$ cat config.mk
export PLATFORM = sky130hd
export DESIGN_NAME = ywof_csr
export DESIGN_NICKNAME = d
export VERILOG_FILES = /design/src/hdl/ywof_pkg.sv /design/src/hdl/ywof_csr.sv
export SDC_FILE = /design/constraint.sdc
export NUM_CORES = 1
export LEC_CHECK = 0
export ABC_AREA = 1
export BUFFER_PORTS_ARGS = -buffer_cell sky130_fd_sc_hd__buf_2
export CELL_PAD_IN_SITES_DETAIL_PLACEMENT = 1
export CELL_PAD_IN_SITES_GLOBAL_PLACEMENT = 2
export CORE_UTILIZATION = 28
export CTS_CLUSTER_DIAMETER = 120
export DETAILED_ROUTE_END_ITERATION = 8
export PLACE_DENSITY_LB_ADDON = 0.1
export SLEW_MARGIN = 0
export SYNTH_ARGS = -nofsm -noshare
export SYNTH_HDL_FRONTEND = slang
export SYNTH_SLANG_ARGS = --single-unit
$ cat constraint.sdc
create_clock -name clock -period 1.5 [get_ports clock]
set_clock_uncertainty 0.05 [all_clocks]
set_input_delay 0 -clock clock [delete_from_list [all_inputs] [get_ports clock]]
set_output_delay 0 -clock clock [all_outputs]
set_load 0.005 [all_outputs]
$ cat src/hdl/ywof_pkg.sv
// Shared types and constants of the yaw-rate offset window fit.
package ywof_pkg;

   localparam int CSR_IDX_W  = 3;
   localparam int CSR_DATA_W = 31;

   localparam logic [CSR_IDX_W-1:0] CSR_MIN_WINDOW = 3'd0;
   localparam logic [CSR_IDX_W-1:0] CSR_MAX_WINDOW = 3'd1;
   localparam logic [CSR_IDX_W-1:0] CSR_VALID_RATIO = 3'd2;
   localparam logic [CSR_IDX_W-1:0] CSR_MOVING_THR = 3'd3;
   localparam logic [CSR_IDX_W-1:0] CSR_OUTLIER_THR = 3'd4;

   localparam logic [1:0] WARM_IDLE = 2'd0;
   localparam logic [1:0] WARM_COUNT = 2'd1;
   localparam logic [1:0] WARM_DONE = 2'd2;

   localparam logic signed [21:0] MICRO = 22'sd1000000;

   typedef struct packed {
      logic [14:0] min_window;
      logic [14:0] max_window;
      logic [15:0] valid_ratio;
      logic [30:0] moving_threshold;
      logic [30:0] outlier_limit;
   } cfg_type;

   typedef struct packed {
      logic        usable;
      logic [31:0] heading;
      logic [31:0] rate;
      logic [31:0] stamp;
   } entry_type;

   typedef struct packed {
      logic accept;
      logic p1_init;
      logic rd;
      logic p1_step;
      logic p2_init;
      logic sxy_add;
      logic p2_a;
      logic p2_b;
      logic mul_load;
      logic mul_step;
      logic mul_end;
      logic div_init;
      logic div_step;
      logic div_end;
      logic out_load;
   } cmd_type;

   typedef struct packed {
      logic go_fit;
      logic last;
      logic ratio_ok;
      logic mul_done;
      logic mul_all;
      logic den_zero;
      logic div_done;
   } status_type;

endpackage

$ cat src/hdl/ywof_csr.sv
// Configuration registers of the yaw-rate offset window fit.
module ywof_csr (
   input  logic                               clock,
   input  logic                               reset,
   input  logic                               csr_valid,
   output logic                               csr_ready,
   input  logic [ywof_pkg::CSR_IDX_W-1:0]     csr_index,
   input  logic [ywof_pkg::CSR_DATA_W-1:0]    csr_data,
   output ywof_pkg::cfg_type                  cfg
);

   ywof_pkg::cfg_type cfg_ff, cfg_in;

   assign csr_ready = 1'b1;
   assign cfg = cfg_ff;

   always_comb begin
      cfg_in = cfg_ff;
      if (csr_valid) begin
         unique case (csr_index)
            ywof_pkg::CSR_MIN_WINDOW: cfg_in.min_window = csr_data[14:0];
            ywof_pkg::CSR_MAX_WINDOW: cfg_in.max_window = csr_data[14:0];
            ywof_pkg::CSR_VALID_RATIO: cfg_in.valid_ratio = csr_data[15:0];
            ywof_pkg::CSR_MOVING_THR: cfg_in.moving_threshold = csr_data;
            ywof_pkg::CSR_OUTLIER_THR: cfg_in.outlier_limit = csr_data;
            default: cfg_in = cfg_ff;
         endcase
      end
   end

   always_ff @(posedge clock) begin
      if (reset) begin
         cfg_ff.min_window <= 15'd1500;
         cfg_ff.max_window <= 15'd15000;
         cfg_ff.valid_ratio <= 16'd3277;
         cfg_ff.moving_threshold <= 31'd182190;
         cfg_ff.outlier_limit <= 31'd33554;
      end else begin
         cfg_ff <= cfg_in;
      end
   end

endmodule

==> metrics <==
H-tree depth 3; Tot Pwr 0.00624 W; clk_lat worst skew 0.35 ns; combinational power share 0.116; Post-CTS Setup Bufs 0; crit path cell chain dlygate4sd3_1, buf_2, inv_1, nand3_1, nand2_1, nor2_1; design area 0.00581 sq mm; Worst-path clk slew 0.08 ns; DRC Markers 0; flop2flop setup slack 0.85 ns; Max Slew Vio Count 0; Syn Nets 630; Crit Reg-Reg Startpoint cfg[86]; Power Internal 0.00458 W; Area growth, synth to finish 38.3%; power per cell area 1070 mW/mm^2; net switching fraction of the power 0.266; delay-heaviest family, CP buffers and inverters; Distinct cells, synth 14; Crit-path slowest cell dlygate4sd3_1; CTS tree yes; hold path start csr_index[2]; DP Cell Count 905; synthesized area per cell 7.09 sq um; startpoint types primary input; Worst Setup End Kind flip-flop; class of the worst hold path in -> reg; crit-path max cell delay 0.53 ns; Vias/cell 4.58; Final min period 0.909 ns; initial core utilization 0.288; crit path from csr_data[6]; Synth top area share 0.515; Die X 124 microns; Critical Path Fanout Max 3; commonest non-fill, non-tap cells in the layout nand2_1 (153), buf_2 (144), nor2_1 (142), dfxtp_1 (108), nand3_1 (105); final worst path period share 0.606; RSZ-0062 raised after global routing no; initial antenna violation count 0; die height 124 microns; clk root buf clkbuf_16; Inserted Diodes 0; # clock sinks 108; Leak 2.89 nW; Total Die Area 0.0155 sq mm; compound-gate portion of the synthesized area 0; Synth area leaders dfxtp_1 (51%), nand2_1 (14%), nor2_1 (13%); Gate Count Post-Synth 593; CTS max path bufs 2; Post-Synth Adder-Cell Area 0; synthesized area 0.00420 sq mm; Final ANT Viol Nets 0; critical path data arrival time 1.11 ns; simple-gate share of the synthesized area 0.412; Worst VDD drop 0.000509 V; global-route wire length before repair 23400 microns; yosys warns 0; Routed WL 14700 microns; Placeable Area 0.0146 sq mm; Site Rows 44; Synth Register Bits 108; DP Area 0.00520 sq mm; sequential share of power 0.484; Layout Cells excl Fill 952; total grt overflow 0; drt first pass iters 4; via count 4358; clock network power share 0.399; Yosys top cell by area dfxtp_1; Nets 800; Crit path buffers/inverters 3; commonest non-fill, non-tap cell in the layout nand2_1; CP Data Required Time 1.70 ns; post-synthesis sequential area ratio 0.515; Final Hold Viols 0; I/O pin total 146; outcome finished clean; All-Layer GR Usage 0.192; GP Congestion 0.729; largest family of logic cells by synthesized area simple AND/OR/NAND/NOR gates; vias in the first global route 4430; MaxCap Viol Count 0; cts bufs inserted 9; layout cells sized above 1 0.251; Port Buf Inserts 144; XOR/XNOR Fraction of Synth Area 0; final hold slack 0.0418 ns; Final TNS setup 0 ns; post-DP HPWL 10500 microns; Final setup viols 0; max reg flops 108; kind of critical path in -> reg; wire per inst 15.4 microns; sw power 0.00166 W; largest net degree at the start of global routing 41; mux cell area share after synthesis 0; Peak Freq 1100 MHz; DRT iter0 DRCs 173
## cells in the mapped netlist
cell,n
nor2_2,9
nand2_2,3
dfxtp_1,108
nor2_1,142
nand2_1,153
conb_1,1
clkbuf_1,7
buf_1,6
buf_4,8
inv_2,3
nand3_1,105
buf_2,13
inv_1,32
nand3b_1,3
## path summary, 6_finish.rpt
kind | to | cells after the start
worst max-delay path | cfg[37] | 6
worst min register to register | cfg[40] | 2
worst max register to register | cfg[86] | 2
worst min-delay path | cfg[61] | 5
## power groups by stage
stage	combinational [W]	clock (W)	sequential, W
2_1_floorplan	0.000336	0	0.00309
3_3_place_gp	0.000660	0	0.00308
3_5_place_dp	0.000674	0	0.00309
4_1_cts	0.000736	0.00256	0.00302
5_1_grt	0.000813	0.00265	0.00303
6_report	0.000725	0.00249	0.00302
## worst min-delay path: cells and delay by family
family / cells / cell delay (ns)
buffers and inverters: 1 / 0.12
AND/OR/NAND/NOR: 4 / 0.30
## cells by family after synthesis
logic type	after synthesis
buffers and inverters	69
flip-flops	108
other	1
AND/OR/NAND/NOR	415
## layout make-up
type	instances	area, sq um
clock buffer	9	225
clock inverter	7	76.3
fill	1855	8780
inverter	35	133
multi-input combinational	416	1740
sequential	108	2160
tap	184	230
timing repair buffer	193	1240
## what timing repair did
action                    CTS  global route
hold endpoints to repair   67             0
hold buffers               31             0
gates resized for setup     0             0
## metal layers
layer	vias to the layer above	track usage	part of all wire
li1	2169	-	-
met1	2083	0.240	0.46
met2	94	0.329	0.48
met3	12	0.0365	0.043
met4	0	0.0631	0.014
met5	-	0	0
## per-stage QoR
stage          worst slack (ns)   util
3_5_place_dp              0.196  0.356
2_1_floorplan             0.683      -
4_1_cts                   0.575  0.398
3_3_place_gp              0.266  0.356
5_1_grt                   0.472  0.398
6_report                  0.591  0.398
Power figures use the tool's default switching activity.
