--- src/hdl/ywof_pkg.sv ---
// Shared types and constants of the yaw-rate offset window fit.
package ywof_pkg;

   localparam int CSR_IDX_W  = 3;
   localparam int CSR_DATA_W = 31;

   localparam logic [CSR_IDX_W-1:0] CSR_MIN_WINDOW = 3'd0;
   localparam logic [CSR_IDX_W-1:0] CSR_MAX_WINDOW = 3'd1;
   localparam logic [CSR_IDX_W-1:0] CSR_VALID_RATIO = 3'd2;
   localparam logic [CSR_IDX_W-1:0] CSR_MOVING_THR = 3'd3;
   localparam logic [CSR_IDX_W-1:0] CSR_OUTLIER_THR = 3'd4;

   localparam logic [1:0] WARM_IDLE = 2'd0;
   localparam logic [1:0] WARM_COUNT = 2'd1;
   localparam logic [1:0] WARM_DONE = 2'd2;

   localparam logic signed [21:0] MICRO = 22'sd1000000;

   typedef struct packed {
      logic [14:0] min_window;
      logic [14:0] max_window;
      logic [15:0] valid_ratio;
      logic [30:0] moving_threshold;
      logic [30:0] outlier_limit;
   } cfg_type;

   typedef struct packed {
      logic        usable;
      logic [31:0] heading;
      logic [31:0] rate;
      logic [31:0] stamp;
   } entry_type;

   typedef struct packed {
      logic accept;
      logic p1_init;
      logic rd;
      logic p1_step;
      logic p2_init;
      logic sxy_add;
      logic p2_a;
      logic p2_b;
      logic mul_load;
      logic mul_step;
      logic mul_end;
      logic div_init;
      logic div_step;
      logic div_end;
      logic out_load;
   } cmd_type;

   typedef struct packed {
      logic go_fit;
      logic last;
      logic ratio_ok;
      logic mul_done;
      logic mul_all;
      logic den_zero;
      logic div_done;
   } status_type;

endpackage

--- src/hdl/ywof_ctrl.sv ---
// Controller state machine sequencing window walks, products and division.
module ywof_ctrl (
   input  logic                    clock,
   input  logic                    reset,
   input  logic                    req_tvalid,
   output logic                    req_tready,
   output logic                    rsp_tvalid,
   input  logic                    rsp_tready,
   input  ywof_pkg::status_type    st,
   output ywof_pkg::cmd_type       cmd
);

   localparam logic [3:0] S_IDLE = 4'd0;
   localparam logic [3:0] S_CHK = 4'd1;
   localparam logic [3:0] S_P1_RD = 4'd2;
   localparam logic [3:0] S_P1_EX = 4'd3;
   localparam logic [3:0] S_RATIO = 4'd4;
   localparam logic [3:0] S_P2_RD = 4'd5;
   localparam logic [3:0] S_P2_A = 4'd6;
   localparam logic [3:0] S_P2_B = 4'd7;
   localparam logic [3:0] S_P2_FIN = 4'd8;
   localparam logic [3:0] S_MUL_LD = 4'd9;
   localparam logic [3:0] S_MUL_RUN = 4'd10;
   localparam logic [3:0] S_MUL_END = 4'd11;
   localparam logic [3:0] S_DEN_CHK = 4'd12;
   localparam logic [3:0] S_DIV_RUN = 4'd13;
   localparam logic [3:0] S_DIV_END = 4'd14;
   localparam logic [3:0] S_OUT = 4'd15;

   logic [3:0] state_ff, state_in;
   logic       rsp_valid_ff, rsp_valid_in;

   assign req_tready = (state_ff == S_IDLE);
   assign rsp_tvalid = rsp_valid_ff;

   always_comb begin
      cmd = '0;
      state_in = state_ff;
      unique case (state_ff)
         S_IDLE: if (req_tvalid) begin
            cmd.accept = 1'b1; state_in = S_CHK;
         end
         S_CHK: begin
            if (st.go_fit) begin cmd.p1_init = 1'b1; state_in = S_P1_RD; end
            else state_in = S_OUT;
         end
         S_P1_RD: begin cmd.rd = 1'b1; state_in = S_P1_EX; end
         S_P1_EX: begin
            cmd.p1_step = 1'b1;
            state_in = st.last ? S_RATIO : S_P1_RD;
         end
         S_RATIO: begin
            if (st.ratio_ok) begin cmd.p2_init = 1'b1; state_in = S_P2_RD; end
            else state_in = S_OUT;
         end
         S_P2_RD: begin cmd.rd = 1'b1; cmd.sxy_add = 1'b1; state_in = S_P2_A; end
         S_P2_A: begin cmd.p2_a = 1'b1; state_in = S_P2_B; end
         S_P2_B: begin
            cmd.p2_b = 1'b1;
            state_in = st.last ? S_P2_FIN : S_P2_RD;
         end
         S_P2_FIN: begin cmd.sxy_add = 1'b1; state_in = S_MUL_LD; end
         S_MUL_LD: begin cmd.mul_load = 1'b1; state_in = S_MUL_RUN; end
         S_MUL_RUN: begin
            cmd.mul_step = 1'b1;
            if (st.mul_done) state_in = S_MUL_END;
         end
         S_MUL_END: begin
            cmd.mul_end = 1'b1;
            state_in = st.mul_all ? S_DEN_CHK : S_MUL_LD;
         end
         S_DEN_CHK: begin
            if (st.den_zero) state_in = S_OUT;
            else begin cmd.div_init = 1'b1; state_in = S_DIV_RUN; end
         end
         S_DIV_RUN: begin
            cmd.div_step = 1'b1;
            if (st.div_done) state_in = S_DIV_END;
         end
         S_DIV_END: begin cmd.div_end = 1'b1; state_in = S_OUT; end
         S_OUT: if (!rsp_valid_ff || rsp_tready) begin
            cmd.out_load = 1'b1; state_in = S_IDLE;
         end
         default: state_in = S_IDLE;
      endcase
      rsp_valid_in = cmd.out_load ? 1'b1 : (rsp_tready ? 1'b0 : rsp_valid_ff);
   end

   always_ff @(posedge clock) begin
      if (reset) begin
         state_ff <= S_IDLE;
         rsp_valid_ff <= 1'b0;
      end else begin
         state_ff <= state_in;
         rsp_valid_ff <= rsp_valid_in;
      end
   end

   a_accept_to_chk: assert property (@(posedge clock) disable iff (reset)
      cmd.accept |=> state_ff == S_CHK) else $error("accept did not start item");
   a_load_free: assert property (@(posedge clock) disable iff (reset)
      cmd.out_load |-> (!rsp_valid_ff || rsp_tready)) else $error("result overwritten");
   a_load_valid: assert property (@(posedge clock) disable iff (reset)
      cmd.out_load |=> rsp_valid_ff) else $error("loaded result not presented");
   a_mul_end: assert property (@(posedge clock) disable iff (reset)
      state_ff == S_MUL_END |-> $past(st.mul_done)) else $error("product cut short");
   a_div_end: assert property (@(posedge clock) disable iff (reset)
      state_ff == S_DIV_END |-> $past(st.div_done)) else $error("quotient cut short");

endmodule

--- config.mk ---
export PLATFORM = sky130hd
export DESIGN_NAME = ywof_ctrl
export DESIGN_NICKNAME = d
export VERILOG_FILES = /design/src/hdl/ywof_pkg.sv /design/src/hdl/ywof_ctrl.sv
export SDC_FILE = /design/constraint.sdc
export NUM_CORES = 1
export LEC_CHECK = 0
export ABC_AREA = 0
export BUFFER_PORTS_ARGS = -buffer_cell sky130_fd_sc_hd__buf_2
export CAP_MARGIN = 30
export CORE_UTILIZATION = 39
export DETAILED_ROUTE_END_ITERATION = 16
export GPL_ROUTABILITY_DRIVEN = 0
export PLACE_DENSITY = 0.73
export SETUP_SLACK_MARGIN = 0.1
export SLEW_MARGIN = 25
export SYNTH_ARGS = -nofsm -noshare
export SYNTH_HDL_FRONTEND = slang
export SYNTH_SLANG_ARGS = --single-unit
--- constraint.sdc ---
create_clock -name clock -period 1.4 [get_ports clock]
set_clock_uncertainty 0.05 [all_clocks]
set_input_delay 0.14 -clock clock [delete_from_list [all_inputs] [get_ports clock]]
set_output_delay 0.14 -clock clock [all_outputs]
set_load 0.02 [all_outputs]
==> results of run 1 <==
## state kept, by name, indices dropped and copies added, names as in the netlist
name / count
state_ff: 4
rsp_tvalid: 1
## per-layer routing
metal | GRT usage | wire [um] | up-vias
li1 | - | - | 382
met1 | 0.370 | 1090 | 412
met2 | 0.566 | 1580 | 65
met3 | 0.0625 | 294 | 15
met4 | 0.164 | 146 | 0
met5 | 0 | 0 | -
## worst max path at each step
stage / startpoint / to / slack [ns] / cells past startpoint
6_report: state_ff[3] / cmd[14] / -0.32 / 6
5_1_grt: state_ff[2] / state_ff[3] / -0.34 / 5
4_1_cts: state_ff[2] / state_ff[2] / -0.19 / 5
3_5_place_dp: state_ff[3] / state_ff[2] / -0.16 / 4
3_3_place_gp: state_ff[3] / state_ff[2] / -0.13 / 4
2_1_floorplan: state_ff[3] / state_ff[2] / -0.11 / 4
## what timing repair did
action	CTS	global route
pin swaps	8	7
setup buffers	7	1
gates resized for setup	55	18
setup endpoints to repair	20	20
## logic make-up (layout without fill, tap and decap cells)
kind of cell | count (synthesis) | count (layout) | share of synthesized area
mux | 2 | 2 | 0.0367
flops | 5 | 5 | 0.183
simple gates | 37 | 37 | 0.395
compound gates | 22 | 22 | 0.294
buf+inv | 9 | 57 | 0.0917
## synth_stat cells, types with 2 or more instances
library cell	n	area [um^2]
nor4b_1	3	26.3
mux2i_1	2	20.0
nor2_1	7	26.3
nor2b_1	2	12.5
dfxtp_1	5	100
a21oi_1	6	30.0
buf_4	2	15.0
nor3_1	4	20.0
o311ai_0	2	17.5
a21o_1	2	15.0
a311oi_1	2	17.5
nand2_1	5	18.8
a2bb2oi_1	2	17.5
nand2b_1	6	37.5
clkbuf_1	4	15.0
## stage by stage
stage	hold slack [ns]	area, um^2
2_1_floorplan	0.159	641
3_3_place_gp	0.317	868
3_5_place_dp	0.327	868
4_1_cts	0.0585	1140
5_1_grt	0.0859	1230
6_report	0.0735	1230
## cell type report
type	instances	share of cell area
clock inverters	1	0.00405
multi-input cells	61	0.473
well taps	15	0.0152
flip-flops and latches	5	0.0912
repair buffers	53	0.398
clock buffers	3	0.0182
## critical path, stage by stage (launching register included)
cell	delay (ns)
dfxtp_4	0.36
buf_6	0.13
buf_6	0.11
buf_8	0.12
nor4_4	0.23
and2_4	0.21
buf_6	0.11
## power by group through the flow
stage | Combinational, W | Clock [W] | Sequential, W
after floorplan | 0.000950 | 0 | 0.000217
after global placement | 0.00130 | 0 | 0.000245
after detailed placement | 0.00132 | 0 | 0.000250
after CTS | 0.00178 | 0.000173 | 0.000275
after global routing | 0.00216 | 0.000191 | 0.000305
final | 0.00208 | 0.000174 | 0.000303
==> run_results.csv, run 1 <==
group,metric,value,unit
cells_and_area,regArea,113,um^2
routing,drc,0,
cells_and_area,instances_no_fill,138,
sta,hold_viol,0,
cts,cts_made_buffers,3,
pwr,power_density,2070,nW/um^2
worst_hold_path,hold_path_class,"in -> reg",
cells_and_area,num_antenna_cells,0,
pwr,leakage,0.524,nW
setup_path,start_kind,"register",
sta,relSlewSlack,0.710,
cells_and_area,area_growth,126,%
routing,routedWlPerCell,22.6,um
sta,fin_crit_sh,1.23,
synth,ys_seq_area_frac,0.183,
sta,drv_slew,0,
cts,ctsHoldBuffers,0,
cells_and_area,nNetsFinal,135,
cts,ctsRootBufferMaster,"clkbuf_4",
cells_and_area,final_cell_mix,"23 x buf_6, 15 x buf_4, 11 x buf_2, 5 x nor2_4, 5 x a21oi_1",
setup_path,crit_fanout,4,
cells_and_area,fillers,37,
sta,grt_setup_unrepaired,"true",
cts,clock-sinks,5,
routing,via_per_inst,6.33,
synth,syn-instance-count,75,
worst_hold_path,min_to,"state_ff[0]",
floorplan,io_pins,28,
placed_design,portBuffers,27,
pwr,seqPwrFrac,0.118,
synth,ys_ff_latch,5,
global_routing,overflow,0,
synth,async_reset_ff_frac,0,
placed_design,dp_hpwl,1240,um
cts,cts_max_path_buffers,2,
placed_design,place_inst,126,
setup_path,r2r-start,"state_ff[2]",
floorplan,fp-row-count,13,
sta,worst_pin_slew,0.430,ns
synth,ys_types,36,
floorplan,coreArea,1300,um^2
sta,setup_viol_count_final,19,
cells_and_area,multi_input_area,584,um^2
synth,avgSynthCellArea,7.27,um^2
global_routing,grt_pass1_vias,746,
routing,drt-initial-drc-count,40,
pwr,total_power,0.00256,W
setup_path,ff2ff_setup_slack,-0.29,ns
outcome,outcome,"finished with violations",
global_routing,grt_usage,0.326,
pwr,power_switching,0.00120,W
cts,cts.htree.levels,1,
synth,synth_flop_cell,"dfxtp_1",
setup_path,r2r_end,"state_ff[3]",
synth,ys_warn_count,0,
cells_and_area,layout_commonest_cell,"buf_6",
setup_path,end_kind,"primary output",
global_routing,antenna_found_initial,0,
sta,clock.fmax,581,MHz
pwr,pwr-share-comb,0.814,
pwr,internal-power,0.00136,W
pwr,clkPwrFrac,0.068,
cts,clk_latency,0.25,ns
floorplan,initial_core_util,0.419,
routing,wl,3110,um
setup_path,r2r_cells,5,
routing,ant_nets,0,
routing,via_count,874,
cells_and_area,drive_gt1_frac,0.707,
floorplan,fp.dieW,39.4,um
outcome,violations,"setup timing",
worst_hold_path,holdPathStages,2,
global_routing,grt_max_degree,14,
sta,period_minus_slack,1.72,ns
floorplan,dieArea,1550,um^2
synth,synth_fp_nets,86,
worst_hold_path,hold_start,"reset",
sta,tns,-3.17,ns
routing,drt_first_pass_iters,4,
cts,cts_tree,"yes",
synth,synth_area,546,um^2
pwr,peakVddDrop,0.00129,V
global_routing,grt_pass1_wl,3390,um
sta,fin_ws,-0.321,ns
setup_path,cp.required,1.21,ns
floorplan,fp.dieH,39.4,um
cells_and_area,final_util,0.949,
cts,path_clk_slew,0.05,ns
setup_path,path_class,"reg -> out",
synth,synth_edf_count,0,
setup_path,cp.arrival,1.53,ns
placed_design,dp_slack,-0.159,ns
run,drv_cap,0,
pwr,switching_share,0.468,
(Power assumes the default switching activity.)
==> run 2, diff against run 1 <==
--- a/config.mk
+++ b/config.mk
@@ -9,10 +9,11 @@
 export BUFFER_PORTS_ARGS = -buffer_cell sky130_fd_sc_hd__buf_2
 export CAP_MARGIN = 30
 export CORE_UTILIZATION = 39
+export CTS_CLUSTER_SIZE = 14
 export DETAILED_ROUTE_END_ITERATION = 16
 export GPL_ROUTABILITY_DRIVEN = 0
 export PLACE_DENSITY = 0.73
-export SETUP_SLACK_MARGIN = 0.1
+export SETUP_SLACK_MARGIN = 0.5
 export SLEW_MARGIN = 25
 export SYNTH_ARGS = -nofsm -noshare
 export SYNTH_HDL_FRONTEND = slang
==> run 2 against run 1 <==
  * The flow now stops in 5_1_grt
  * Synthesized cell count is the same
  * Area after synthesis unchanged
==> run_results.csv, run 2 <==
group,metric,value,unit
synth,synth_edf_count,0,
synth,ys_types,36,
synth,ys_ff_latch,5,
outcome,stop_error,"[ERROR DPL-0033] detailed placement checks failed during check placement.",
synth,avgSynthCellArea,7.27,um^2
floorplan,io_pins,28,
synth,synth_common_cells,"7 x nor2_1, 6 x a21oi_1, 6 x nand2b_1, 5 x dfxtp_1, 5 x nand2_1",
synth,synth_area_leaders,"dfxtp_1 18%, nand2b_1 6.9%, a21oi_1 5.5%, nor2_1 4.8%, nor4b_1 4.8%",
synth,synth_top_area_share,0.183,
synth,syn-instance-count,75,
cts,cts_made_buffers,3,
synth,ys_seq_area_frac,0.183,
synth,synth_most_common_cell,"nor2_1",
floorplan,fp.dieW,39.4,um
synth,synth_top_cell_by_area,"dfxtp_1",
floorplan,fp.dieH,39.4,um
sta,crit_endpoint,"state_ff[2]$_SDFFE_PP0P_/D",
cts,cts.htree.levels,1,
outcome,lastStage,"5_1_grt",
placed_design,portBuffers,27,
floorplan,initial_core_util,0.419,
cts,clock-sinks,5,
floorplan,fp-row-count,13,
synth,async_reset_ff_frac,0,
synth,synth_flop_cell,"dfxtp_1",
outcome,outcome,"did not finish",
global_routing,grt_max_degree,15,
sta,worstEndpointType,"register input",
synth,synth_area,546,um^2
cts,cts_max_path_buffers,2,
placed_design,place_inst,127,
cts,ctsRootBufferMaster,"clkbuf_4",
global_routing,antenna_found_initial,0,
synth,ys_warn_count,0,
synth,synth_fp_nets,86,
cts,ctsHoldBuffers,0,
placed_design,dp_hpwl,1300,um
## run 2: cell counts after synthesis
Identical to the previous run, type by type.
## run 2: cell families after synthesis
logic type,after synthesis,synth area share
compound gates,22,0.294
simple gates,37,0.395
flops,5,0.183
mux,2,0.0367
buf+inv,9,0.0917
## run 2: timing repair
item                       4_1_cts
setup endpoints to repair       22
gates resized for setup         63
setup buffers                    7
pin swaps                       13
## run 2: stage by stage
| stage | utilization | worst slack, ns | area (um^2) |
|---|---|---|---|
| 2_1_floorplan | - | -0.107 | 751 |
| 3_3_place_gp | 0.729 | -0.124 | 948 |
| 3_5_place_dp | 0.729 | -0.153 | 948 |
| 4_1_cts | 0.964 | -0.195 | 1250 |
==> run 3, diff against run 2 <==
--- a/config.mk
+++ b/config.mk
@@ -8,12 +8,11 @@
 export ABC_AREA = 0
 export BUFFER_PORTS_ARGS = -buffer_cell sky130_fd_sc_hd__buf_2
 export CAP_MARGIN = 30
-export CORE_UTILIZATION = 39
-export CTS_CLUSTER_SIZE = 14
+export CORE_AREA = 2 2 63 65
 export DETAILED_ROUTE_END_ITERATION = 16
+export DIE_AREA = 0 0 65 67
 export GPL_ROUTABILITY_DRIVEN = 0
-export PLACE_DENSITY = 0.73
-export SETUP_SLACK_MARGIN = 0.5
+export PLACE_DENSITY_LB_ADDON = 0.15
 export SLEW_MARGIN = 25
 export SYNTH_ARGS = -nofsm -noshare
 export SYNTH_HDL_FRONTEND = slang
==> constraint.sdc (replaced) <==
create_clock -name clock -period 1.8 [get_ports clock]
set_clock_uncertainty 0.05 [all_clocks]
set_input_delay 0.18 -clock clock [delete_from_list [all_inputs] [get_ports clock]]
set_output_delay 0.18 -clock clock [all_outputs]
set_load 0.02 [all_outputs]
==> run 3 against run 2 <==
  * The run now ends clean
==> run_results.csv, run 3 (synthesis gave the netlist of run 1 again) <==
group,metric,value,unit
sta,setup_viol_count_final,0,
floorplan,coreArea,3610,um^2
floorplan,initial_core_util,0.151,
cts,post-cts-setup-buffers,0,
cts,path_clk_slew,0.03,ns
setup_path,path_class,"reg -> out",
cts,cts_max_path_buffers,2,
setup_path,slowest_stage,"dfxtp_2",
routing,drt-initial-drc-count,17,
pwr,power_density,1520,nW/um^2
worst_hold_path,hold_start,"reset",
global_routing,grt_max_degree,16,
global_routing,antenna_found_initial,0,
setup_path,end_kind,"primary output",
pwr,leakage,0.355,nW
floorplan,dieArea,4360,um^2
routing,drt_first_pass_iters,4,
setup_path,r2r-start,"state_ff[2]",
routing,drc,0,
cells_and_area,area_growth,51.4,%
sta,tns,0,ns
sta,drv_slew,0,
floorplan,fp.dieH,67,um
setup_path,crit_fanout,9,
cts,cts_resized,0,
setup_path,path_cells,"buf_4, or2b_1, mux2i_1, nor2b_1, buf_2",
sta,worst_pin_slew,0.337,ns
sta,relSlewSlack,0.773,
setup_path,path_delay_family,"simple AND/OR/NAND/NOR gates",
routing,via_per_inst,4.51,
cells_and_area,regMostFlops,"state_ff",
cts,clk_latency,0.22,ns
cells_and_area,drive_gt1_frac,0.453,
placed_design,dp_hpwl,1410,um
cells_and_area,fillers,418,
outcome,outcome,"complete, no violations",
cts,cts.htree.levels,1,
sta,clock.fmax,592,MHz
setup_path,slowest_delay,0.36,ns
cts,cts_made_buffers,3,
global_routing,overflow,0,
routing,ant_nets,0,
pwr,peakVddDrop,0.000329,V
placed_design,portBuffers,27,
sta,period_minus_slack,1.69,ns
setup_path,cp.required,1.57,ns
cts,ctsHoldBuffers,0,
cells_and_area,largest_register_ff_count,4,
cells_and_area,instances_no_fill,154,
floorplan,io_pins,28,
placed_design,placed_cell_area,771,um^2
cells_and_area,layout_commonest_cell,"buf_2",
setup_path,cp.arrival,1.46,ns
routing,routedWlPerCell,11.9,um
sta,hold_viol,0,
cells_and_area,final_cell_mix,"27 x buf_2, 9 x buf_4, 7 x nor2_1, 6 x nand2b_1, 6 x a21oi_1",
setup_path,cp-startpoint,"state_ff[3]",
worst_hold_path,hold_path_class,"in -> reg",
cts,clock-sinks,5,
routing,wl,1840,um
global_routing,grt_usage,0.0864,
placed_design,place_inst,150,
cells_and_area,num_antenna_cells,0,
cells_and_area,stdcell_area,826,um^2
global_routing,grt_pass1_wl,2830,um
routing,via_count,694,
cts,cts_tree,"yes",
cells_and_area,nNetsFinal,118,
setup_path,start_kind,"register",
sta,grt_setup_unrepaired,"false",
cts,ctsRootBufferMaster,"clkbuf_8",
global_routing,grt_pass1_vias,606,
sta,fin_crit_sh,0.938,
floorplan,fp-row-count,22,
setup_path,critPathBufInv,2,
floorplan,fp.dieW,65,um
run,drv_cap,0,
-- run 3: worst register-to-register path: stages, from the launching register on --
cell      delay [ns]
dfxtp_2         0.37
or4_1           0.53
a21o_1          0.21
and2_4          0.16
a311oi_1        0.18
-- run 3: power breakdown --
part / internal (W) / total [W] / switching [W]
logic: 0.000368 / 0.000800 / 0.000432
clock network: 0.000152 / 0.000203 / 0.0000512
registers: 0.000156 / 0.000254 / 0.0000979
total: 0.000676 / 0.00126 / 0.000581
-- run 3: cell type report --
cell class                      count  area, um^2  share of cell area
Clock buffer                        4        45.0              0.0545
Multi-Input combinational cell     61         414               0.502
Sequential cell                     5         104               0.126
Tap cell                           48        60.1              0.0727
Timing Repair Buffer               36         203               0.245
-- run 3: worst paths after layout --
check	endpoint	slack [ns]	cells past startpoint
setup reg to reg	state_ff[2]	0.21	4
hold reg to reg	rsp_tvalid	0.47	2
hold / removal	state_ff[3]	0.14	2
setup / recovery	cmd[9]	0.11	5
-- run 3: layer usage --
metal	vias to the layer above	track usage	routed length (um)
met5	-	0	0
met4	0	0.0239	34
met3	4	0.0321	127
met2	19	0.147	872
met1	328	0.102	802
li1	343	-	-
-- run 3: through the flow --
step	setup WS, ns	util	total power [W]	hold WS, ns
finish	0.112	0.229	0.00126	0.139
global route	0.0273	0.229	0.00136	0.162
CTS	0.0164	0.226	0.00126	0.145
detailed placement	0.109	0.214	0.00104	0.372
global placement	0.169	0.214	0.00105	0.366
floorplan	0.0752	-	0.000781	0.199
